**config.mk**
```make
export PLATFORM = sky130hd
export DESIGN_NAME = fwsi_div
export DESIGN_NICKNAME = d
export VERILOG_FILES = /design/src/sv/fwsi_pkg.sv /design/src/sv/fwsi_div.sv
export SDC_FILE = /design/constraint.sdc
export NUM_CORES = 1
export LEC_CHECK = 0
export BUFFER_PORTS_ARGS = -buffer_cell sky130_fd_sc_hd__buf_2
export CELL_PAD_IN_SITES_DETAIL_PLACEMENT = 1
export CELL_PAD_IN_SITES_GLOBAL_PLACEMENT = 1
export CORE_UTILIZATION = 40
export DETAILED_ROUTE_END_ITERATION = 8
export PLACE_DENSITY = 0.78
export SLEW_MARGIN = 10
export SYNTH_ARGS = -nofsm -noshare
export SYNTH_HDL_FRONTEND = slang
export SYNTH_SLANG_ARGS = --single-unit
```
**constraint.sdc**
```tcl
create_clock -name clk -period 4.55 [get_ports clk]
set_input_delay 0.455 -clock clk [delete_from_list [all_inputs] [get_ports clk]]
set_output_delay 0.455 -clock clk [all_outputs]
set_load 0.05 [all_outputs]
```
**src/sv/fwsi_pkg.sv**
```systemverilog
`timescale 1ns / 1ps
// Shared types and constant tables for the fuzzy wheel speed inference block.
// No dependencies; every other file imports this package.
package fwsi_pkg;

    // Trapezoid geometry in quarter millimetres, with span reciprocals floor(2^32/span)
    typedef struct packed {
        logic [14:0] l;
        logic [14:0] lm;
        logic [14:0] rm;
        logic [14:0] r;
        logic [10:0] ls;
        logic [10:0] rs;
        logic [30:0] lr;
        logic [30:0] rr;
    } trap_t;

    // Item tag that travels beside the data through every stage
    typedef struct packed {
        logic vld;
        logic mode;
        logic wheel;
        logic kill;
    } item_tag_t;

    typedef enum logic [1:0] {
        MU_ZERO,
        MU_FRAC,
        MU_FULL
    } mu_kind_t;

    localparam int NUM_SAMPLES = 10;

    localparam logic [30:0] RECIP_1305 = 31'd3291162;
    localparam logic [30:0] RECIP_1000 = 31'd4294967;
    localparam logic [30:0] RECIP_996  = 31'd4312216;
    localparam logic [30:0] RECIP_4    = 31'd1073741824;

    // Output set per rule, indexed [mode][wheel][rule]
    localparam logic [1:0] RULE_OUT [2][2][9] = '{
        '{ '{2'd1, 2'd0, 2'd0, 2'd2, 2'd1, 2'd1, 2'd2, 2'd1, 2'd2},
           '{2'd2, 2'd1, 2'd2, 2'd0, 2'd1, 2'd2, 2'd0, 2'd0, 2'd1} },
        '{ '{2'd0, 2'd0, 2'd0, 2'd1, 2'd1, 2'd1, 2'd0, 2'd1, 2'd1},
           '{2'd2, 2'd2, 2'd2, 2'd2, 2'd1, 2'd1, 2'd2, 2'd1, 2'd1} }
    };

    // Sample positions; the tenth slot of the wide mode is unused
    localparam logic [9:0] SAMPLE_X [2][NUM_SAMPLES] = '{
        '{10'd100, 10'd200, 10'd300, 10'd400, 10'd500,
          10'd600, 10'd700, 10'd800, 10'd900, 10'd0},
        '{10'd10, 10'd20, 10'd30, 10'd40, 10'd50,
          10'd60, 10'd70, 10'd80, 10'd90, 10'd100}
    };

    // Q16 output set memberships at each sample after clamping, [mode][set][sample]
    localparam logic [16:0] OUT_MU [2][3][NUM_SAMPLES] = '{
        '{ '{17'd1310, 17'd1310, 17'd1310, 17'd1310, 17'd1310,
             17'd1310, 17'd1310, 17'd1310, 17'd1310, 17'd0},
           '{17'd65536, 17'd1310, 17'd1310, 17'd1310, 17'd1310,
             17'd1310, 17'd1310, 17'd1310, 17'd1310, 17'd0},
           '{17'd0, 17'd65536, 17'd65536, 17'd65536, 17'd65536,
             17'd65536, 17'd65536, 17'd65536, 17'd65536, 17'd0} },
        '{ '{17'd65536, 17'd65536, 17'd52428, 17'd26214, 17'd2621,
             17'd2621, 17'd2621, 17'd2621, 17'd2621, 17'd2621},
           '{17'd0, 17'd0, 17'd13107, 17'd39321, 17'd65536,
             17'd40960, 17'd13653, 17'd2730, 17'd2730, 17'd2730},
           '{17'd0, 17'd0, 17'd0, 17'd0, 17'd0,
             17'd26214, 17'd52428, 17'd65536, 17'd65536, 17'd65536} }
    };

    function automatic trap_t fwsi_geo(input logic mode, input logic is_back,
                                       input logic [1:0] set_idx);
        trap_t g;
        begin
            g = '0;
            if (mode)
            begin
                case (set_idx)
                    2'd0: g = '{15'd0, 15'd4, 15'd3000, 15'd4000,
                                11'd4, 11'd1000, RECIP_4, RECIP_1000};
                    2'd1: g = '{15'd3000, 15'd4000, 15'd4004, 15'd5000,
                                11'd1000, 11'd996, RECIP_1000, RECIP_996};
                    2'd2: g = '{15'd4000, 15'd5000, 15'd5996, 15'd6000,
                                11'd1000, 11'd4, RECIP_1000, RECIP_4};
                    default: g = '0;
                endcase
            end
            else if (is_back)
            begin
                case (set_idx)
                    2'd0: g = '{15'd0, 15'd0, 15'd2000, 15'd3000,
                                11'd0, 11'd1000, 31'd0, RECIP_1000};
                    2'd1: g = '{15'd2000, 15'd3000, 15'd3000, 15'd4000,
                                11'd1000, 11'd1000, RECIP_1000, RECIP_1000};
                    2'd2: g = '{15'd3000, 15'd4000, 15'd5000, 15'd5000,
                                11'd1000, 11'd0, RECIP_1000, 31'd0};
                    default: g = '0;
                endcase
            end
            else
            begin
                case (set_idx)
                    2'd0: g = '{15'd0, 15'd0, 15'd2610, 15'd3915,
                                11'd0, 11'd1305, 31'd0, RECIP_1305};
                    2'd1: g = '{15'd2610, 15'd3915, 15'd3915, 15'd5220,
                                11'd1305, 11'd1305, RECIP_1305, RECIP_1305};
                    2'd2: g = '{15'd3915, 15'd5220, 15'd6525, 15'd6525,
                                11'd1305, 11'd0, RECIP_1305, 31'd0};
                    default: g = '0;
                endcase
            end
            return g;
        end
    endfunction

endpackage

```
**src/sv/fwsi_div.sv**
```systemverilog
`timescale 1ns / 1ps
// Pipelined restoring divider, one quotient bit per stage, plus the result register.
// Depends on fwsi_pkg.
module fwsi_div import fwsi_pkg::*;
(
    input  logic        clk,
    input  logic        rst_n,
    input  item_tag_t   tag_in,
    input  logic [29:0] num,
    input  logic [19:0] den,
    output logic        done,
    output logic [15:0] wheel_speed,
    output logic        no_rule_fired
);

    localparam int NSTG = 16;

    item_tag_t   tag_reg [NSTG + 1];
    logic [19:0] rem_reg [NSTG + 1], rem_next [NSTG + 1];
    logic [15:0] low_reg [NSTG + 1], low_next [NSTG + 1];
    logic [15:0] q_reg [NSTG + 1], q_next [NSTG + 1];
    logic [19:0] den_reg [NSTG + 1], den_next [NSTG + 1];
    logic [20:0] trial;
    logic        done_reg, nrf_reg;
    logic [15:0] speed_reg;

    // dividend is num*64; its top 20 bits already sit below den
    always_comb
    begin
        trial       = '0;
        rem_next[0] = num[29:10];
        low_next[0] = {num[9:0], 6'd0};
        q_next[0]   = '0;
        den_next[0] = den;
        for (int k = 1; k <= NSTG; k++)
        begin
            trial       = {rem_reg[k - 1], low_reg[k - 1][15]};
            low_next[k] = {low_reg[k - 1][14:0], 1'b0};
            den_next[k] = den_reg[k - 1];
            if (trial >= 21'(den_reg[k - 1]))
            begin
                rem_next[k] = 20'(trial - 21'(den_reg[k - 1]));
                q_next[k]   = {q_reg[k - 1][14:0], 1'b1};
            end
            else
            begin
                rem_next[k] = trial[19:0];
                q_next[k]   = {q_reg[k - 1][14:0], 1'b0};
            end
        end
    end

    always_ff @(posedge clk or negedge rst_n)
    begin
        if (!rst_n)
        begin
            for (int k = 0; k <= NSTG; k++)
            begin
                tag_reg[k] <= '0;
            end
            done_reg <= 1'b0;
        end
        else
        begin
            tag_reg[0] <= tag_in;
            for (int k = 1; k <= NSTG; k++)
            begin
                tag_reg[k] <= tag_reg[k - 1];
            end
            done_reg <= tag_reg[NSTG].vld;
        end
    end

    always_ff @(posedge clk)
    begin
        rem_reg <= rem_next;
        low_reg <= low_next;
        q_reg   <= q_next;
        den_reg <= den_next;
        if (tag_reg[NSTG].kill || den_reg[NSTG] == 20'd0)
        begin
            speed_reg <= '0;
        end
        else
        begin
            speed_reg <= q_reg[NSTG];
        end
        nrf_reg <= !tag_reg[NSTG].kill && den_reg[NSTG] == 20'd0;
    end

    assign done          = done_reg;
    assign wheel_speed   = speed_reg;
    assign no_rule_fired = nrf_reg;

endmodule

```
==> results.md, run 1 <==
* Outcome: finished, final reports clean
* 1st-iter DRT viols at about 1200
* Quantity of gates resized following cts at 0
* Cell variety after synth at 87
* R2R Path Start: den_next[170]
* Synthesized Nets at ~4200
* Clk_skew at about 0.029 ns
* Crit-path max cell delay at 0.79 ns
* Post-synthesis async set-or-reset flop share at 3.88%
* Worst-path maximum fanout at 21
* Setup bufs post-CTS at 0
* Req. time, crit path at just over 5 ns
* First-pass iteration count of the detailed router at 5
* Final setup fails at 0
* Layout cells sized above 1 at approximately 11%
* Port-buffer cells at 71
* Cell Area, Placed at around 0.04 sq mm
* GRT Util Overall at about a fifth
* Min Tclk post-route at 3.53 ns
* Average size of a mapped cell at ~10 sq um
* Setup crit start kind: register
* Slew @ Worst Pin at 1.06 ns
* Flop2flop setup slack at roughly 1.0 ns
* Cell area power density at 810 mW/mm^2
* Worst setup EP type: register
* Worst path slowest cell: nand2_1
* HP Start: low_next[218]
* RSZ-0062 raised after global routing: no
* Final Hold Fails at 0
* Gate Count Post-Synth at a little under 4000
* Crit path launch: den_next[170]
* Crit Path Class: reg -> reg
* Largest net degree at the start of global routing at 40
* Final instance area at ~0.044 sq mm
* Die area at ~0.097 sq mm
* Layout Nets at 4388
* Num rows at around 110
* Vias at about 28000
* Top cells by area, synth: dfxtp_1 (45%), ha_1 (10%), mux2_2 (4.7%)
* Initial Util at about two fifths
* Initial antenna violation count at 0
* Total leakage power at 20.1 nW
* Cts bufs inserted at a little under 100
* CTS tree: built
* Clock-pin slew on the worst setup and hold paths at roughly 0.06 ns
* Die Ht at 312 um
* IR drop worst, VDD at a little under 400 uV
* Core box area at ~0.095 sq mm
* Worst Hold Class: reg -> reg
* Primary FF master, synth: dfxtp_1
* Clock Tree Buf Depth at 3
* Area Growth Syn to Fin at 14.6%
* CP Data Arrival Time at 4.10 ns
* WL per Instance at about 18 um
* Vias per cell at 5.17
* Syn. warnings at 0
* Yosys top cell area share at a little under half
* Post-Syn Area at about 0.038 sq mm
* Yosys top cell by area: dfxtp_1
* DRC viols at 0
* Clock H-tree levels at 3
* Register area share after synthesis at between 40% and 50%
* Cell mode on critical path: a21o_1
* Gpl congestion at just under 0.9
* F_max at 283 MHz
* Max Slew Vio Count at 0
* Overflow after GRT at 0
* Final Cycle Share at about 78%
* Clk Latency, worst-skew pair at ~0.69 ns
* ANT cells at 0
* DIE WIDTH at about 310 um
* Clk root buf: clkbuf_16
* Vias in the first global route at approximately 29000
* Count of flip-flops with a built-in enable after synthesis at 0
* Filler instances at 10561
* DRT Wirelength at between 90000 and 100000 um
* DP Wirelength at 71500 um
* #FFs+latches synth at around 900
* Setup TNS at 0 ns
* Crit-path cells: inv_1, ha_1, a21o_1, a21o_1, a21oi_1, o21ai_0, o211ai_1, o221ai_1, nand2_1, mux2_2
* First-pass GRT wire length at 155000 um
* Max-cap viol count at 0
* Relative slew slack at just under 30%
* DRT antenna net count at 0
* IO Pins at 74
* Sink Count at roughly 900
-- critical path, delay by kind of cell, from the launching register on --
family / cells / cell delay (ns)
AOI/OAI and AO/OA: 6 / 1.40
and+or+nand+nor: 1 / 0.79
muxes: 1 / 0.44
adders and majority gates: 1 / 0.37
DFF: 1 / 0.34
buffers and inverters: 1 / 0.06
-- what timing repair did --
item,4_1_cts,5_1_grt
endpoints found under the setup margin,0,0
hold endpoints to repair,87,0
hold buffers,53,0
-- where the power goes --
part / switching, mW / leakage, nW / internal (mW)
sequential: 1.34 / 7.73 / 10.2
combinational: 8.64 / 10.8 / 7.27
clock: 3.32 / 1.62 / 4.80
-- placed cells by master (no fill, tap or decap), drive strengths merged, types with 24 or more instances in the layout --
cell type | synthesis | layout
nand2 | 206 | 206
dlygate4sd3 | 0 | 53
nand3 | 61 | 61
mux2 | 177 | 177
nor2 | 194 | 194
nor3 | 59 | 59
nand4 | 42 | 42
mux2i | 25 | 25
o211ai | 28 | 28
ha | 319 | 319
a21o | 122 | 122
dfrtp | 35 | 35
o21a | 44 | 44
xor2 | 71 | 71
o31ai | 24 | 24
a31oi | 31 | 31
nand2b | 31 | 31
and3 | 25 | 25
inv | 428 | 435
xnor2 | 150 | 150
buf | 28 | 86
and2 | 30 | 30
o21ai | 207 | 207
clkbuf | 56 | 134
nor2b | 53 | 53
a21oi | 242 | 242
a211oi | 28 | 28
dfxtp | 868 | 868
-- cell usage after synthesis (25+ instances only) --
| cell | instances |
|---|---|
| a31oi_1 | 29 |
| and2_1 | 30 |
| inv_1 | 425 |
| nand2_1 | 206 |
| ha_1 | 319 |
| dfrtp_1 | 35 |
| xnor2_1 | 150 |
| nor2_1 | 194 |
| nor3_1 | 59 |
| o21a_1 | 44 |
| nand4_1 | 42 |
| clkbuf_1 | 56 |
| and3_1 | 25 |
| a21o_1 | 122 |
| a211oi_1 | 28 |
| xor2_1 | 71 |
| mux2_2 | 159 |
| nand3_1 | 61 |
| mux2i_1 | 25 |
| dfxtp_1 | 868 |
| o21ai_0 | 190 |
| buf_2 | 25 |
| o211ai_1 | 27 |
| nor2b_1 | 52 |
| a21oi_1 | 240 |
| nand2b_1 | 31 |
-- worst paths after layout --
kind                                       to  cells after the start
max in group asynchronous         tag_reg[56]                      2
worst max register to register   rem_reg[163]                     10
worst min register to register  low_next[203]                      0
worst min-delay path            low_next[203]                      0
worst max-delay path             rem_reg[163]                     10
min in group asynchronous         tag_reg[20]                      2
-- routing by layer --
| layer | global-route usage [%] | part of all wire, % | vias to the layer above |
|---|---|---|---|
| li1 | - | - | 13608 |
| met1 | 23.6 | 44 | 13355 |
| met2 | 35.1 | 50 | 481 |
| met3 | 2.69 | 3.2 | 205 |
| met4 | 8.05 | 3.6 | 0 |
| met5 | 0 | 0 | - |
-- cell type report --
cell class	instances	area (sq um)	share of cell area, %
sequential	903	18300	41.5
multi-input combinational	2429	18200	41.4
clock buffer	134	2770	6.29
inverter	428	1610	3.66
tap	1265	1580	3.60
timing repair buffer	139	998	2.27
clock inverter	47	591	1.34
-- through the flow --
| step | hold WS, ns | power (mW) | cells | utilization, % | setup slack (ns) |
|---|---|---|---|---|---|
| floorplan | 0.159 | 23.5 | 3844 | - | 1.79 |
| global placement | 0.310 | 26.8 | 5111 | 42.2 | 1.20 |
| detailed placement | 0.313 | 27.4 | 5111 | 42.2 | 1.12 |
| CTS | 0.314 | 35.9 | 5345 | 46.3 | 1.07 |
| global route | 0.324 | 38.1 | 5345 | 46.3 | 0.845 |
| finish | 0.309 | 35.6 | 5345 | 46.3 | 1.02 |
-- logic make-up after synthesis --
logic type	synth area share (%)
multiplexers	5.94
AND/OR/NAND/NOR	10.0
buffers and inverters	5.16
XOR/XNOR	5.04
flip-flops	47.6
AO/OA/AOI/OAI	15.1
adder cells (fa/ha/maj)	11.2
(Power assumes the default switching activity.)
==> run 2, diff against run 1 <==
ABC_AREA = 1   (was unset)
PLACE_DENSITY = 0.82   (was 0.78)
clock period = 3.5 ns   (was 4.55 ns; I/O delays follow)
==> run 2 against run 1 <==
Effect of this change:
- non-clock buffer count decreased by 14
- total power increased by 38%
- die area increased by 13%
- clock skew increased by 0.011 ns
- clock power increased by 34%
- worst setup slack got worse by 0.021 ns
- cell count increased by 44%
- core utilization decreased by 0.69 points
- sequential cell count unchanged
- worst hold slack got worse by 0.035 ns
- routed wire length increased by 37%
- sequential power increased by 31%
- largest power group unchanged
- highest routed layer is now met5
==> results.md, run 2 <==
* Clk Latency, worst-skew pair at 0.71 ns (+0.02 ns)
* Clk network pwr share at 22.2% (-0.6 points)
* Slew @ Worst Pin at 0.756 ns (-0.307 ns)
* CP Data Arrival Time at 3.06 ns (-1.04 ns)
* Synth cell count leaders: nand2_1 (2198), inv_1 (1035), dfxtp_1 (868)
* CTS tree: built
* R2R Path Start: den_next[236]
* Syn. warnings at 0 (unchanged)
* WL per Instance at 17.2 um (-4.6%)
* Cell area power density at 1000 mW/mm^2 (+24%)
* Largest net degree at the start of global routing at 36 (-10%)
* Relative slew slack at 49.6% (+20 points)
* Setup TNS at 0 ns (unchanged)
* #FFs+latches synth at 903 (unchanged)
* Post-Syn Area at 0.0433 sq mm (+13%)
* Crit-path max cell delay at 0.40 ns (-0.39 ns)
* Clk root buf: clkbuf_16
* Combinational share of power at 46.9% (+2.2 points)
* Core box area at 0.107 sq mm (+13%)
* Final Power at 49.0 mW (+38%)
* Clock Tree Buf Depth at 3 (unchanged)
* Post-synthesis async set-or-reset flop share at 3.88% (unchanged)
* Die area at 0.110 sq mm (+13%)
* Setup crit start kind: register
* Average size of a mapped cell at 7.18 sq um (-28%)
* Clock-pin slew on the worst setup and hold paths at 0.06 ns (about the same)
* Final Cycle Share at 71.4% (-6.1 points)
* P_int at 27.0 mW (+21%)
* IO Pins at 74 (unchanged)
* DP Wirelength at 104000 um (+46%)
* Sw Ratio at 44.9% (+7.6 points)
* Total leakage power at 26.5 nW (+32%)
* F_max at 400 MHz (+41%)
* Clk_skew at 0.0399 ns (+0.0111 ns)
* First-pass iteration count of the detailed router at 7 (+2)
* RSZ-0062 raised after global routing: no
* GRT Util Overall at 24.2% (+4.5 points)
* Worst Hold Class: in -> async
* Area Growth Syn to Fin at 13.0%
* Cts bufs inserted at 98 (+1.0%)
* Die Ht at 331 um (+6.2%)
* Area share of fa/ha/maj cells after synthesis at 9.92% (-1.3 points)
* DRT Wirelength at 132000 um (+37%)
* Sink Count at 903 (unchanged)
* Final setup fails at 0 (unchanged)
* Worst path slowest cell: dfxtp_1
* Gpl congestion at 0.892 (+2.2%)
* Cell variety after synth at 34 (-61%)
* IR drop worst, VDD at 470 uV (+21%)
* Layout Nets at 6593 (+50%)
* DRC viols at 0 (unchanged)
* Worst-path maximum fanout at 24 (+14%)
* Layout Cells excl Fill at 7692 (+44%)
* Max-cap viol count at 0 (unchanged)
* Sequential power share at 31.0% (-1.5 points)
* Vias at 37586 (+36%)
* Register area share after synthesis at 42.2% (-5.4 points)
* Vias per cell at 4.89 (-5.5%)
* First-pass GRT wire length at 208000 um (+35%)
* Top cells by area, synth: dfxtp_1 (40%), nand2_1 (19%), ha_1 (9.2%)
* Num rows at 120 (+6.2%)
* DRT antenna net count at 0 (unchanged)
* Initial antenna violation count at 4 (+4)
* Clock H-tree levels at 3 (unchanged)
* Quantity of gates resized following cts at 0 (unchanged)
* 1st-iter DRT viols at 1906 (+55%)
* Min Tclk post-route at 2.50 ns (-1.03 ns)
* Most frequent cells in the layout: nand2_1 (2198), inv_1 (1035), dfxtp_1 (868), nor2_1 (442), nand3_1 (380)
* Largest family of logic cells by synthesized area: simple AND/OR/NAND/NOR gates
* Synthesized Nets at 6414 (+51%)
* Primary FF master, synth: dfxtp_1
* Max Slew Vio Count at 0 (unchanged)
* Net switching power at 22.0 mW (+66%)
* Most frequent cell after synthesis: nand2_1
* Count of flip-flops with a built-in enable after synthesis at 0 (unchanged)
* Layout cells sized above 1 at 5.71% (-5.7 points)
* Outcome: finished, final reports clean
* Synth Area in Compound Gates at 3.68% (-11 points)
* Yosys top cell by area: dfxtp_1
* Initial Util at 40.4% (about the same)
* Gate Count Post-Synth at 6024 (+57%)
* Most common cell after layout, fill and taps aside: nand2_1
* XOR/XNOR share of the synthesized area at 2.85% (-2.2 points)
* DIE WIDTH at 331 um (+6.2%)
* Synthesized-area fraction occupied by and/or/nand/nor cells at 31.0% (+21 points)
* Crit-path cells: inv_1, ha_1, nand2_1, nor2_1, nand2_1, nor2_1, nand2_1, nand2_1, nor2_1, nand2_4, inv_4, nand2_1, nand2_1
* R2R Path End: rem_reg[237]
* Flop2flop setup slack at 1.00 ns (-0.02 ns)
* Mux cell area share after synthesis at 0% (-5.9 points)
* Reg2reg path depth at 13 (+3)
* Yosys top cell area share at 40.1% (-5.1 points)
* Worst setup EP type: register
* Port-buffer cells at 71 (unchanged)
* Cell total after placement at 7453 (+46%)
* Vias in the first global route at 39288 (+33%)
* Hold_ws at 0.274 ns (-0.0351 ns)
* Overflow after GRT at 0 (unchanged)
* Crit Path Class: reg -> reg
* Cell mode on critical path: nand2_1
* Final Hold Fails at 0 (unchanged)
* Req. time, crit path at 4.06 ns (-1.06 ns)
-- run 2: cell count changes after synthesis, moves of 134 or more --
cell,before,now
inv_1,425,1035
mux2_2,159,0
nand3_1,61,380
nor2_1,194,442
xnor2_1,150,16
nand2_1,206,2198
-- run 2: how the worst max path moves through the flow --
| stage | to | from |
|---|---|---|
| 5_1_grt | rem_reg[175] | den_next[173] |
| 3_3_place_gp | rem_reg[237] | den_next[236] |
| 6_report | rem_reg[237] | den_next[236] |
| 2_1_floorplan | rem_reg[276] | low_reg[239] |
| 4_1_cts | rem_reg[233] | den_next[236] |
| 3_5_place_dp | rem_reg[233] | den_next[236] |
-- run 2: layout make-up --
type	count	area [sq um]
Multi-Input combinational cell	4015	20500
Timing Repair Buffer	125	893
Sequential cell	903	18300
Inverter	1060	4020
Fill cell	13679	58300
Clock buffer	129	2730
Tap cell	1403	1760
Antenna cell	3	7.51
Clock inverter	54	711
-- run 2: logic make-up (layout without fill, tap and decap cells) --
logic type	Yosys count	in the layout
and+or+nand+nor	3240	3240
buffers and inverters	1106	1368
DFF	903	903
adders and majority gates	334	334
AOI/OAI and AO/OA	300	300
xor gates and xnor gates	141	141
other	0	3
-- run 2: routing by layer --
metal,GRT usage [%],vias to the layer above,routed length [um]
met5,0,-,26
met4,9.11,4,4420
met3,2.87,247,4970
met1,29.9,17860,58400
li1,-,18772,-
met2,42.8,703,64500
-- run 2: power by group through the flow --
stage / Clock, mW / Sequential [mW] / Combinational (mW)
global route: 11.6 / 15.4 / 25.9
detailed placement: 0 / 15.4 / 22.5
floorplan: 0 / 14.5 / 17.0
CTS: 11.2 / 15.2 / 22.9
global placement: 0 / 15.3 / 21.6
finish: 10.9 / 15.2 / 23.0
-- run 2: what timing repair did --
| action | CTS | global route |
|---|---|---|
| buffers inserted | 0 | 0 |
| endpoints found under the setup margin | 0 | 0 |
| hold endpoints to repair | 87 | 0 |
| hold buffers | 53 | 0 |
-- run 2: critical path, delay by kind of cell, from the launching register on --
kind	cells	cell delay [ns]
fa+ha+maj	1	0.36
flops	1	0.40
simple gates	10	1.33
buf+inv	2	0.24
-- run 2: metrics by stage --
step	util, %	worst slack (ns)	cell area (sq um)
finish	45.6	1.00	48900
global route	45.6	0.866	48900
CTS	45.6	1.03	48900
detailed placement	41.9	1.05	44900
global placement	41.9	1.10	44900
floorplan	-	1.77	43300
