===== config.mk =====
export PLATFORM = sky130hd
export DESIGN_NAME = fwsi_member
export DESIGN_NICKNAME = d
export VERILOG_FILES = /design/src/sv/fwsi_pkg.sv /design/src/sv/fwsi_member.sv
export SDC_FILE = /design/constraint.sdc
export NUM_CORES = 1
export LEC_CHECK = 0
export BUFFER_PORTS_ARGS = -buffer_cell sky130_fd_sc_hd__buf_2
export CORE_ASPECT_RATIO = 0.5
export CORE_MARGIN = 2
export CORE_UTILIZATION = 50
export CTS_BUF_LIST = sky130_fd_sc_hd__clkbuf_4
export CTS_CLUSTER_SIZE = 16
export DETAILED_ROUTE_END_ITERATION = 10
export HOLD_SLACK_MARGIN = 0.1
export PLACE_DENSITY = 0.69
export SLEW_MARGIN = 25
export SYNTH_ARGS = -nofsm -noshare
export SYNTH_HDL_FRONTEND = slang
export SYNTH_SLANG_ARGS = --single-unit

===== constraint.sdc =====
create_clock -name clk -period 7.8 [get_ports clk]
set_input_delay 1.56 -clock clk [delete_from_list [all_inputs] [get_ports clk]]
set_output_delay 1.56 -clock clk [all_outputs]
set_load 0.01 [all_outputs]

===== src/sv/fwsi_pkg.sv =====
`timescale 1ns / 1ps
// Shared types and constant tables for the fuzzy wheel speed inference block.
// No dependencies; every other file imports this package.
package fwsi_pkg;

    // Trapezoid geometry in quarter millimetres, with span reciprocals floor(2^32/span)
    typedef struct packed {
        logic [14:0] l;
        logic [14:0] lm;
        logic [14:0] rm;
        logic [14:0] r;
        logic [10:0] ls;
        logic [10:0] rs;
        logic [30:0] lr;
        logic [30:0] rr;
    } trap_t;

    // Item tag that travels beside the data through every stage
    typedef struct packed {
        logic vld;
        logic mode;
        logic wheel;
        logic kill;
    } item_tag_t;

    typedef enum logic [1:0] {
        MU_ZERO,
        MU_FRAC,
        MU_FULL
    } mu_kind_t;

    localparam int NUM_SAMPLES = 10;

    localparam logic [30:0] RECIP_1305 = 31'd3291162;
    localparam logic [30:0] RECIP_1000 = 31'd4294967;
    localparam logic [30:0] RECIP_996  = 31'd4312216;
    localparam logic [30:0] RECIP_4    = 31'd1073741824;

    // Output set per rule, indexed [mode][wheel][rule]
    localparam logic [1:0] RULE_OUT [2][2][9] = '{
        '{ '{2'd1, 2'd0, 2'd0, 2'd2, 2'd1, 2'd1, 2'd2, 2'd1, 2'd2},
           '{2'd2, 2'd1, 2'd2, 2'd0, 2'd1, 2'd2, 2'd0, 2'd0, 2'd1} },
        '{ '{2'd0, 2'd0, 2'd0, 2'd1, 2'd1, 2'd1, 2'd0, 2'd1, 2'd1},
           '{2'd2, 2'd2, 2'd2, 2'd2, 2'd1, 2'd1, 2'd2, 2'd1, 2'd1} }
    };

    // Sample positions; the tenth slot of the wide mode is unused
    localparam logic [9:0] SAMPLE_X [2][NUM_SAMPLES] = '{
        '{10'd100, 10'd200, 10'd300, 10'd400, 10'd500,
          10'd600, 10'd700, 10'd800, 10'd900, 10'd0},
        '{10'd10, 10'd20, 10'd30, 10'd40, 10'd50,
          10'd60, 10'd70, 10'd80, 10'd90, 10'd100}
    };

    // Q16 output set memberships at each sample after clamping, [mode][set][sample]
    localparam logic [16:0] OUT_MU [2][3][NUM_SAMPLES] = '{
        '{ '{17'd1310, 17'd1310, 17'd1310, 17'd1310, 17'd1310,
             17'd1310, 17'd1310, 17'd1310, 17'd1310, 17'd0},
           '{17'd65536, 17'd1310, 17'd1310, 17'd1310, 17'd1310,
             17'd1310, 17'd1310, 17'd1310, 17'd1310, 17'd0},
           '{17'd0, 17'd65536, 17'd65536, 17'd65536, 17'd65536,
             17'd65536, 17'd65536, 17'd65536, 17'd65536, 17'd0} },
        '{ '{17'd65536, 17'd65536, 17'd52428, 17'd26214, 17'd2621,
             17'd2621, 17'd2621, 17'd2621, 17'd2621, 17'd2621},
           '{17'd0, 17'd0, 17'd13107, 17'd39321, 17'd65536,
             17'd40960, 17'd13653, 17'd2730, 17'd2730, 17'd2730},
           '{17'd0, 17'd0, 17'd0, 17'd0, 17'd0,
             17'd26214, 17'd52428, 17'd65536, 17'd65536, 17'd65536} }
    };

    function automatic trap_t fwsi_geo(input logic mode, input logic is_back,
                                       input logic [1:0] set_idx);
        trap_t g;
        begin
            g = '0;
            if (mode)
            begin
                case (set_idx)
                    2'd0: g = '{15'd0, 15'd4, 15'd3000, 15'd4000,
                                11'd4, 11'd1000, RECIP_4, RECIP_1000};
                    2'd1: g = '{15'd3000, 15'd4000, 15'd4004, 15'd5000,
                                11'd1000, 11'd996, RECIP_1000, RECIP_996};
                    2'd2: g = '{15'd4000, 15'd5000, 15'd5996, 15'd6000,
                                11'd1000, 11'd4, RECIP_1000, RECIP_4};
                    default: g = '0;
                endcase
            end
            else if (is_back)
            begin
                case (set_idx)
                    2'd0: g = '{15'd0, 15'd0, 15'd2000, 15'd3000,
                                11'd0, 11'd1000, 31'd0, RECIP_1000};
                    2'd1: g = '{15'd2000, 15'd3000, 15'd3000, 15'd4000,
                                11'd1000, 11'd1000, RECIP_1000, RECIP_1000};
                    2'd2: g = '{15'd3000, 15'd4000, 15'd5000, 15'd5000,
                                11'd1000, 11'd0, RECIP_1000, 31'd0};
                    default: g = '0;
                endcase
            end
            else
            begin
                case (set_idx)
                    2'd0: g = '{15'd0, 15'd0, 15'd2610, 15'd3915,
                                11'd0, 11'd1305, 31'd0, RECIP_1305};
                    2'd1: g = '{15'd2610, 15'd3915, 15'd3915, 15'd5220,
                                11'd1305, 11'd1305, RECIP_1305, RECIP_1305};
                    2'd2: g = '{15'd3915, 15'd5220, 15'd6525, 15'd6525,
                                11'd1305, 11'd0, RECIP_1305, 31'd0};
                    default: g = '0;
                endcase
            end
            return g;
        end
    endfunction

endpackage


===== src/sv/fwsi_member.sv =====
`timescale 1ns / 1ps
// Three-stage trapezoid membership: clamp and region, reciprocal estimate, correction.
// Depends on fwsi_pkg.
module fwsi_member import fwsi_pkg::*;
(
    input  logic        clk,
    input  logic [14:0] x,
    input  trap_t       geo,
    output logic [16:0] mu
);

    mu_kind_t    kind_next, kind_reg, kind2_reg;
    logic [14:0] xc;
    logic [10:0] d_next, d_reg, d2_reg;
    logic [10:0] span_next, span_reg, span2_reg;
    logic [30:0] recip_next, recip_reg;
    logic [41:0] prod;
    logic [16:0] est_reg;
    logic [27:0] rem;
    logic [16:0] mu_next, mu_reg;

    // clamp into the set, then pick the edge
    always_comb
    begin
        xc = (x >= geo.r) ? geo.r - 15'd4 : x;
        if (xc == 15'd0)
        begin
            xc = 15'd4;
        end
        kind_next  = MU_ZERO;
        d_next     = '0;
        span_next  = '0;
        recip_next = '0;
        if (xc <= geo.l || xc >= geo.r)
        begin
            kind_next = MU_ZERO;
        end
        else if (xc < geo.lm)
        begin
            kind_next  = MU_FRAC;
            d_next     = 11'(xc - geo.l);
            span_next  = geo.ls;
            recip_next = geo.lr;
        end
        else if (xc > geo.rm)
        begin
            kind_next  = MU_FRAC;
            d_next     = 11'(geo.r - xc);
            span_next  = geo.rs;
            recip_next = geo.rr;
        end
        else
        begin
            kind_next = MU_FULL;
        end
    end

    assign prod = 42'(d_reg) * 42'(recip_reg);
    assign rem  = {1'b0, d2_reg, 16'd0} - 28'(est_reg) * 28'(span2_reg);

    // estimate is exact or one low: one compare fixes it
    always_comb
    begin
        case (kind2_reg)
            MU_FRAC: mu_next = (rem >= 28'(span2_reg)) ? est_reg + 17'd1 : est_reg;
            MU_FULL: mu_next = 17'd65536;
            default: mu_next = 17'd0;
        endcase
    end

    always_ff @(posedge clk)
    begin
        kind_reg  <= kind_next;
        d_reg     <= d_next;
        span_reg  <= span_next;
        recip_reg <= recip_next;
        kind2_reg <= kind_reg;
        d2_reg    <= d_reg;
        span2_reg <= span_reg;
        est_reg   <= prod[32:16];
        mu_reg    <= mu_next;
    end

    assign mu = mu_reg;

endmodule


==> flow_metrics.py, run 1 <==
metrics = {
    "setup_path": {
        "crit_slowest_cell": "dfxtp_1",
        "crit_required_ns": 8.23,
        "cpMostUsedCell": "fa_1",
        "critPathKind": "flop to flop",
        "endpoint_kind": "flop",
        "setup.worst_path.start_class": "flop",
        "slowest_delay_ns": 0.63,
        "worstPathMaxFanout": 15,
        "path_buf_inv": 4,
        "cp_top_family": "adder cells",
        "critPathArrivalTime_ns": 7.54,
    },
    "sta": {
        "finalMaxSlewViolations": 0,
        "tns_ns": 0,
        "fin_skew_ns": 0.0310,
        "post-route-min-period_ns": 7.11,
        "final.period_utilization": 0.911,
        "clock.fmax_mhz": 141,
        "grt_setup_unrepaired": "no",
        "max-slew-margin-rel": 0.450,
        "finalHoldViolations": 0,
        "setup_violations": 0,
        "worst_slew_pin_slew_ns": 0.817,
    },
    "pwr": {
        "comb_power_share": 0.739,
        "p_sw_frac": 0.536,
        "p_seq_frac": 0.178,
        "p_sw_mw": 2.76,
        "clockPowerShare": 0.083,
        "p_leak_nw": 9.88,
        "finalPower_mw": 5.15,
        "p_int_mw": 2.39,
        "power_density_mw_per_mm2": 223,
        "ir_drop_mv": 0.228,
    },
    "synthesis": {
        "yosysWarnings": 0,
        "synthXorXnorAreaFrac": 0.0313,
        "synth_mux_area_frac": 0.00653,
        "ys.flop_type": "dfxtp_1",
        "synth_fp_nets": 3255,
        "postSynthAreaPerCell_um2": 8.57,
        "synth_edf_count": 0,
        "seq_area_frac_synth": 0.105,
        "synth_top_area_frac": 0.349,
        "syn_inst": 2502,
        "synth_compound_area_frac": 0.0938,
        "synth_top_family_by_area": "adder cells",
        "synthAdderAreaFrac": 0.477,
        "yosysUniqueCellTypes": 64,
        "synthTopCellsByArea": "fa_1, ha_1, dfxtp_1",
        "synth_area_mm2": 0.0214,
        "synth-simple-area-share": 0.188,
        "ys_ff_latch": 113,
        "yosysTopAreaCell": "fa_1",
        "synthArstFlopShare": 0,
    },
    "place": {
        "dp_hpwl_mm": 46.0,
        "dpl_cell_area_mm2": 0.0229,
        "place_congestion": 0.914,
        "portBuffers": 176,
        "dpl.cell_count": 3170,
    },
    "global_route": {
        "grt_overflow_total": 0,
        "grt_pass1_vias": 18027,
        "grt_antenna_before_repair": 6,
        "grt_max_degree": 56,
        "grt_util_all_layers": 0.262,
        "grt_pass1_wl_mm": 92.7,
    },
    "cts": {
        "postCtsSetupRepairBufs": 0,
        "clk_pin_slew_ns": 0.13,
        "cts.sinks": 113,
        "cts_resized": 0,
        "cts-root-buf": "clkbuf_4",
        "tritoncts": "done",
        "holdBufCountCts": 0,
        "numCtsBuffers": 17,
        "clock_latency_ns": 0.57,
        "clk_path_buf_depth": 2,
        "htreeDepth": 4,
    },
    "layout": {
        "largest_reg_flops": 31,
        "drive_gt1_frac": 0.105,
        "area_delta_synth_final_pct": 7.98,
        "fin_cells": 3205,
        "postLayoutCellArea_mm2": 0.0232,
        "final_nets": 3365,
        "final_util": 0.549,
    },
    "drt": {
        "drtPass1Iterations": 5,
        "drt_iter0_drc": 1155,
        "drc_errors": 0,
        "vias": 17154,
        "antenna_left": 0,
        "wl_per_cell_um": 17.5,
        "drt_wl_total_mm": 56.2,
        "vias_per_cell": 5.35,
    },
    "worst_hold_path": {
        "hold_path.class": "flop to flop",
    },
    "outcome": {
        "status": "complete, no violations",
    },
    "job": {
        "cap_violations": 0,
    },
    "floorplan": {
        "chipHeight_um": 150,
        "rows": 53,
        "initial_core_util": 0.508,
        "die_width_um": 297,
        "ios": 177,
        "dieArea_mm2": 0.0447,
        "core-area_mm2": 0.0422,
    },
}
==> cell type report <==
class / instances / area, um^2
repair buffers: 212 / 1150
multi-input cells: 1832 / 17100
flip-flops and latches: 113 / 2260
fillers: 3923 / 19000
well taps: 577 / 722
inverters: 436 / 1640
clock inverters: 15 / 134
clock buffers: 17 / 128
diodes: 3 / 7.51
==> metal layers <==
layer | up-vias | wire length (um) | GRT usage | part of all wire
li1 | 8067 | - | - | -
met1 | 8399 | 25100 | 0.352 | 0.45
met2 | 587 | 25700 | 0.438 | 0.46
met3 | 97 | 4150 | 0.0521 | 0.074
met4 | 4 | 1200 | 0.0684 | 0.021
met5 | - | 23 | 0 | 0.00041
==> cells in the mapped netlist, types with 5 or more instances <==
library cell / n
a211o_1: 5
a211oi_1: 7
a21o_1: 36
a21oi_1: 118
a31oi_1: 8
and2_1: 160
and3_1: 8
buf_2: 7
clkbuf_1: 110
dfxtp_1: 113
fa_1: 374
ha_1: 219
inv_1: 436
mux2i_1: 14
nand2_1: 418
nand2b_1: 13
nand3_1: 80
nand3b_1: 11
nand4_1: 25
nor2_1: 68
nor2b_1: 15
nor3_1: 20
nor4_1: 7
o2111ai_1: 6
o211ai_1: 10
o21a_1: 17
o21ai_0: 47
o31ai_1: 5
or4_1: 5
xnor2_1: 56
xor2_1: 18
==> power by group through the flow <==
stage	Combinational (mW)	Clock, mW	Sequential, mW
floorplan	2.99	0	0.724
global placement	3.73	0	0.918
detailed placement	3.75	0	0.920
CTS	3.78	0.439	0.905
global route	4.27	0.460	0.932
finish	3.81	0.427	0.916
==> cells in the final DEF, fill, tap and decap left out, types with 35 or more instances in the layout <==
master   instances
inv_1          436
nand2_1        418
fa_1           374
ha_1           219
buf_2          176
and2_1         160
a21oi_1        115
dfxtp_1        112
nand3_1         79
nor2_1          68
xnor2_1         56
o21ai_0         46
buf_4           36
a21o_1          35
==> cells by family after synthesis <==
| kind of cell | after synthesis |
|---|---|
| AOI/OAI and AO/OA | 303 |
| xor gates and xnor gates | 75 |
| adders and majority gates | 593 |
| buffers and inverters | 557 |
| DFF | 113 |
| muxes | 14 |
| and+or+nand+nor | 847 |
==> worst paths after layout <==
path	slack [ns]	cells after the start	startpoint	endpoint
worst max-delay path	0.69	26	span2_reg[3]$_DFF_P_	mu[1]$_DFF_P_
worst max register to register	0.69	26	span2_reg[3]$_DFF_P_	mu[1]$_DFF_P_
worst min-delay path	0.34	0	span_reg[7]$_SDFF_PP0_	span2_reg[7]$_DFF_P_
worst min register to register	0.34	0	span_reg[7]$_SDFF_PP0_	span2_reg[7]$_DFF_P_
==> through the flow <==
step | setup WS (ns) | hold WS, ns
3_5_place_dp | 0.597 | 0.314
4_1_cts | 0.565 | 0.340
2_1_floorplan | 1.20 | 0.310
3_3_place_gp | 0.762 | 0.312
5_1_grt | 0.122 | 0.343
6_report | 0.691 | 0.339
(Power assumes the default switching activity.)
==> run 2: changes to the inputs <==
--- a/config.mk
+++ b/config.mk
@@ -10,6 +10,7 @@
 export CORE_MARGIN = 2
 export CORE_UTILIZATION = 50
 export CTS_BUF_LIST = sky130_fd_sc_hd__clkbuf_4
+export CTS_CLUSTER_DIAMETER = 30
 export CTS_CLUSTER_SIZE = 16
 export DETAILED_ROUTE_END_ITERATION = 10
 export HOLD_SLACK_MARGIN = 0.1
==> constraint.sdc (replaced) <==
create_clock -name clk -period 7.8 [get_ports clk]
set_input_delay 0 -clock clk [delete_from_list [all_inputs] [get_ports clk]]
set_output_delay 0 -clock clk [all_outputs]
set_load 0.01 [all_outputs]
==> flow_metrics.py, run 2 (same netlist as run 1, synthesis figures left out) <==
metrics = {
    "setup_path": {
        "crit_slowest_cell": "dfxtp_1",
        "setup.worst_path.start_class": "flop",
        "rrSetupSlack_ns": 0.42,
        "cpMostUsedCell": "fa_1",
        "r2r_cells": 26,
        "endpoint_kind": "flop",
        "worstPathMaxFanout": 15,
        "crit_required_ns": 8.27,
        "critPathArrivalTime_ns": 7.85,
        "critPathKind": "flop to flop",
        "slowest_delay_ns": 0.65,
    },
    "sta": {
        "setup_violations": 0,
        "clock.fmax_mhz": 135,
        "post-route-min-period_ns": 7.38,
        "finalHoldViolations": 0,
        "fin_skew_ns": 0.0409,
        "max-slew-margin-rel": 0.438,
        "tns_ns": 0,
        "grt_setup_unrepaired": "no",
        "final.period_utilization": 0.946,
        "finalMaxSlewViolations": 0,
        "worst_slew_pin_slew_ns": 0.842,
    },
    "pwr": {
        "p_sw_mw": 2.81,
        "p_int_mw": 2.42,
        "comb_power_share": 0.749,
        "ir_drop_mv": 0.277,
        "clockPowerShare": 0.079,
        "p_sw_frac": 0.537,
        "p_leak_nw": 10.4,
        "power_density_mw_per_mm2": 217,
        "p_seq_frac": 0.172,
    },
    "global_route": {
        "grt_util_all_layers": 0.272,
        "grt_overflow_total": 0,
        "grt_pass1_wl_mm": 96.7,
        "grt_antenna_before_repair": 4,
        "grt_max_degree": 56,
        "grt_pass1_vias": 18789,
    },
    "cts": {
        "cts-root-buf": "clkbuf_4",
        "numCtsBuffers": 17,
        "tritoncts": "done",
        "postCtsSetupRepairBufs": 0,
        "htreeDepth": 4,
        "clk_path_buf_depth": 2,
        "holdBufCountCts": 101,
        "clock_latency_ns": 0.60,
        "clk_pin_slew_ns": 0.16,
        "cts_resized": 0,
        "cts.sinks": 113,
    },
    "floorplan": {
        "die_width_um": 297,
        "chipHeight_um": 150,
        "dieArea_mm2": 0.0447,
        "ios": 177,
        "rows": 53,
        "initial_core_util": 0.508,
        "core-area_mm2": 0.0422,
    },
    "place": {
        "dp_hpwl_mm": 45.9,
        "place_congestion": 0.890,
        "portBuffers": 176,
    },
    "drt": {
        "antenna_left": 0,
        "vias_per_cell": 5.40,
        "drtPass1Iterations": 8,
        "vias": 17842,
        "drt_iter0_drc": 1238,
        "drc_errors": 0,
        "wl_per_cell_um": 17.7,
        "drt_wl_total_mm": 58.4,
    },
    "layout": {
        "mostFrequentLayoutCells": "inv_1, nand2_1, fa_1, ha_1, buf_2",
        "multi_input_area_mm2": 0.0171,
        "drive_gt1_frac": 0.0999,
        "final_util": 0.572,
        "seq_area_mm2": 0.00226,
        "final_nets": 3464,
        "mostFrequentLayoutCell": "inv_1",
        "area_delta_synth_final_pct": 12.5,
        "fillCellCount": 3811,
        "largest_reg_flops": 31,
    },
    "outcome": {
        "status": "complete, no violations",
    },
    "job": {
        "cap_violations": 0,
    },
    "worst_hold_path": {
        "hold_path.class": "input port to flop",
        "hold_path_depth": 4,
    },
}
[run 2: cell count changes in the layout (fill, tap and decap cells not counted), sizes merged]
cell	change
bufinv	-1
clkinvlp	+1
buf	-2
inv	-1
dlygate4sd3	+101
[run 2: worst max-delay path: cells and delay by family, from the launching register on]
kind / cells / cell delay, ns
AOI/OAI and AO/OA: 4 / 1.05
buffers and inverters: 4 / 0.22
xor gates and xnor gates: 1 / 0.15
muxes: 1 / 0.22
adders and majority gates: 7 / 3.21
and+or+nand+nor: 9 / 1.74
DFF: 1 / 0.65
[run 2: metal layers]
metal,up-vias,share of wire,track usage,wire (um)
li1,8265,-,-,-
met5,-,0.00022,0,13
met1,8798,0.44,0.368,25600
met4,2,0.018,0.0672,1030
met2,686,0.47,0.461,27200
met3,91,0.078,0.0440,4550
[run 2: final timing paths]
path,startpoint,end
worst max register to register,span2_reg[3]$_DFF_P_,mu[1]$_DFF_P_
worst min-delay path,geo[9],recip_reg[9]$_SDFF_PP0_
worst max-delay path,span2_reg[3]$_DFF_P_,mu[1]$_DFF_P_
worst min register to register,span_reg[8]$_SDFF_PP0_,span2_reg[8]$_DFF_P_
[run 2: layout make-up]
cell class | instances | share of cell area
Antenna cell | 3 | 0.000311
Clock buffer | 17 | 0.00529
Clock inverter | 14 | 0.00456
Inverter | 436 | 0.0678
Multi-Input combinational cell | 1832 | 0.709
Sequential cell | 113 | 0.0938
Tap cell | 577 | 0.0299
Timing Repair Buffer | 311 | 0.0890
[run 2: metrics by stage]
stage,instance area (um^2),hold slack [ns],worst slack (ns),total power [mW],instances
after CTS,24100,0.125,0.530,5.18,3300
after floorplan,21400,0.136,1.20,3.72,2502
after global placement,22900,0.241,0.704,4.65,3168
after detailed placement,22900,0.247,0.571,4.67,3168
after global routing,24100,0.153,0.0715,5.70,3302
final,24100,0.176,0.417,5.23,3303
[run 2: power by group through the flow]
stage / logic, mW / registers [mW] / clock network [mW]
final: 3.91 / 0.897 / 0.414
after global routing: 4.35 / 0.910 / 0.444
after CTS: 3.86 / 0.888 / 0.424
after detailed placement: 3.77 / 0.902 / 0
after global placement: 3.75 / 0.900 / 0
after floorplan: 2.99 / 0.724 / 0
==> run 3: changes to the inputs <==
--- a/config.mk
+++ b/config.mk
@@ -14,7 +14,7 @@
 export CTS_CLUSTER_SIZE = 16
 export DETAILED_ROUTE_END_ITERATION = 10
 export HOLD_SLACK_MARGIN = 0.1
-export PLACE_DENSITY = 0.69
+export PLACE_DENSITY = 0.71
 export SLEW_MARGIN = 25
 export SYNTH_ARGS = -nofsm -noshare
 export SYNTH_HDL_FRONTEND = slang
==> constraint.sdc (replaced) <==
create_clock -name clk -period 6.3 [get_ports clk]
set_input_delay 0 -clock clk [delete_from_list [all_inputs] [get_ports clk]]
set_output_delay 0 -clock clk [all_outputs]
set_load 0.01 [all_outputs]
==> flow_metrics.py, run 3 (same netlist as run 1, synthesis figures left out) <==
metrics = {
    "drt": {
        "vias": 18493,
        "wl_per_cell_um": 17.5,
        "drc_errors": 0,
        "drt_wl_total_mm": 60.2,
        "vias_per_cell": 5.37,
        "drtPass1Iterations": 6,
        "drt_iter0_drc": 1317,
        "antenna_left": 0,
    },
    "layout": {
        "fin_cells": 3441,
        "postLayoutCellArea_mm2": 0.0257,
        "mostFrequentLayoutCell": "inv_1",
        "final_util": 0.609,
        "drive_gt1_frac": 0.169,
        "mostFrequentLayoutCells": "inv_1, nand2_1, fa_1, ha_1, buf_2",
        "fillCellCount": 3626,
        "largest_reg_flops": 31,
        "final_nets": 3600,
        "area_delta_synth_final_pct": 19.8,
    },
    "setup_path": {
        "worstPathMaxFanout": 5,
        "cpMostUsedCell": "fa_1",
        "slowest_delay_ns": 0.56,
        "crit_slowest_cell": "fa_1",
        "crit_required_ns": 6.81,
        "crit_end": "mu[9]$_DFF_P_",
        "worstSetupStartpoint": "est_reg[2]$_DFF_P_",
        "r2r_end": "mu[9]$_DFF_P_",
        "critPathArrivalTime_ns": 6.83,
        "rrSetupSlack_ns": -0.02,
        "critPathKind": "flop to flop",
        "setup.worst_path.start_class": "flop",
        "timing.rr.start": "est_reg[2]$_DFF_P_",
        "path_cells": "buf_4, buf_4, buf_4, nand2_1, fa_1, fa_1, fa_1, fa_1, fa_1, ha_1, or2_2, nor2b_1, a21bo_2, o21ai_0, nand4_1, o21ai_0, nor4_4, buf_4, and2_4, buf_6, or4_1, a21oi_1",
        "endpoint_kind": "flop",
        "r2r_cells": 22,
    },
    "sta": {
        "fin_ws_ns": -0.0233,
        "setup_violations": 2,
        "finalMaxSlewViolations": 0,
        "tns_ns": -0.0385,
        "fin_skew_ns": 0.0314,
        "worst_slew_pin_slew_ns": 0.980,
        "grt_setup_unrepaired": "yes",
        "holdWs_ns": 0.131,
        "post-route-min-period_ns": 6.32,
        "max-slew-margin-rel": 0.345,
        "clock.fmax_mhz": 158,
        "finalHoldViolations": 0,
        "final.period_utilization": 1.00,
    },
    "worst_hold_path": {
        "min-delay-start": "geo[86]",
        "hold_path.class": "input port to flop",
    },
    "pwr": {
        "p_leak_nw": 11.2,
        "power_density_mw_per_mm2": 302,
        "finalPower_mw": 7.75,
        "ir_drop_mv": 0.361,
    },
    "floorplan": {
        "initial_core_util": 0.508,
        "chipHeight_um": 150,
        "core-area_mm2": 0.0422,
        "die_width_um": 297,
        "ios": 177,
        "rows": 53,
        "dieArea_mm2": 0.0447,
    },
    "global_route": {
        "grt_pass1_wl_mm": 98.6,
        "grt_overflow_total": 0,
        "grt_max_degree": 34,
        "grt_pass1_vias": 19738,
        "grt_util_all_layers": 0.277,
        "grt_antenna_before_repair": 5,
    },
    "place": {
        "dpl_cell_area_mm2": 0.0239,
        "dp_slack_ns": -0.320,
        "dpl.cell_count": 3290,
        "dp_hpwl_mm": 47.8,
        "portBuffers": 176,
        "place_congestion": 0.931,
    },
    "cts": {
        "cts.sinks": 113,
        "numCtsBuffers": 17,
        "clk_pin_slew_ns": 0.14,
        "tritoncts": "done",
        "htreeDepth": 4,
        "cts-root-buf": "clkbuf_4",
        "clk_path_buf_depth": 2,
        "clock_latency_ns": 0.59,
    },
    "outcome": {
        "violations": "setup timing",
        "status": "finished, violations left",
    },
    "job": {
        "cap_violations": 0,
    },
}
## run 3: layer usage
metal / vias to the layer above / GRT usage / part of all wire / wire, um
met3: 152 / 0.0558 / 0.079 / 4770
li1: 8547 / - / - / -
met4: 2 / 0.0995 / 0.032 / 1910
met5: - / 0 / 0.00022 / 13
met2: 786 / 0.470 / 0.47 / 28100
met1: 9006 / 0.357 / 0.42 / 25400
## run 3: critical path: cells and delay by family, from the launching register on
kind	cells	cell delay (ns)
compound gates	4	0.81
fa+ha+maj	6	2.87
buf+inv	5	0.73
flops	1	0.40
simple gates	7	1.42
## run 3: timing repair
item | 4_1_cts | 5_1_grt
pin swaps | 23 | 46
gates resized for setup | 41 | 62
endpoints found under the hold margin | 52 | 0
gates cloned | 0 | 1
hold buffers | 100 | 0
endpoints found under the setup margin | 17 | 18
setup buffers | 6 | 11
## run 3: how the worst min path moves through the flow
stage	end	slack, ns	depth (start not counted)
2_1_floorplan	recip_reg[0]$_SDFF_PP0_	0.14	2
3_3_place_gp	recip_reg[9]$_SDFF_PP0_	0.24	3
3_5_place_dp	recip_reg[9]$_SDFF_PP0_	0.25	3
6_report	d_reg[3]$_SDFF_PP0_	0.13	6
4_1_cts	d_reg[3]$_SDFF_PP0_	0.10	6
5_1_grt	d_reg[3]$_SDFF_PP0_	0.16	6
## run 3: layout make-up
| class | count | area (um^2) | area share |
|---|---|---|---|
| Antenna cell | 4 | 10.0 | 0.000390 |
| Clock buffer | 17 | 128 | 0.00497 |
| Clock inverter | 15 | 175 | 0.00682 |
| Inverter | 436 | 1640 | 0.0637 |
| Multi-Input combinational cell | 1832 | 17400 | 0.678 |
| Sequential cell | 113 | 2290 | 0.0893 |
| Tap cell | 577 | 722 | 0.0281 |
| Timing Repair Buffer | 447 | 3300 | 0.129 |
## run 3: report_power, final
| group | total, mW | leakage [nW] | switching (mW) | internal [mW] |
|---|---|---|---|---|
| Sequential | 1.02 | 0.929 | 0.197 | 0.826 |
| Combinational | 6.13 | 10.1 | 3.29 | 2.84 |
| Clock | 0.604 | 0.159 | 0.356 | 0.248 |
| Total | 7.75 | 11.2 | 3.84 | 3.91 |
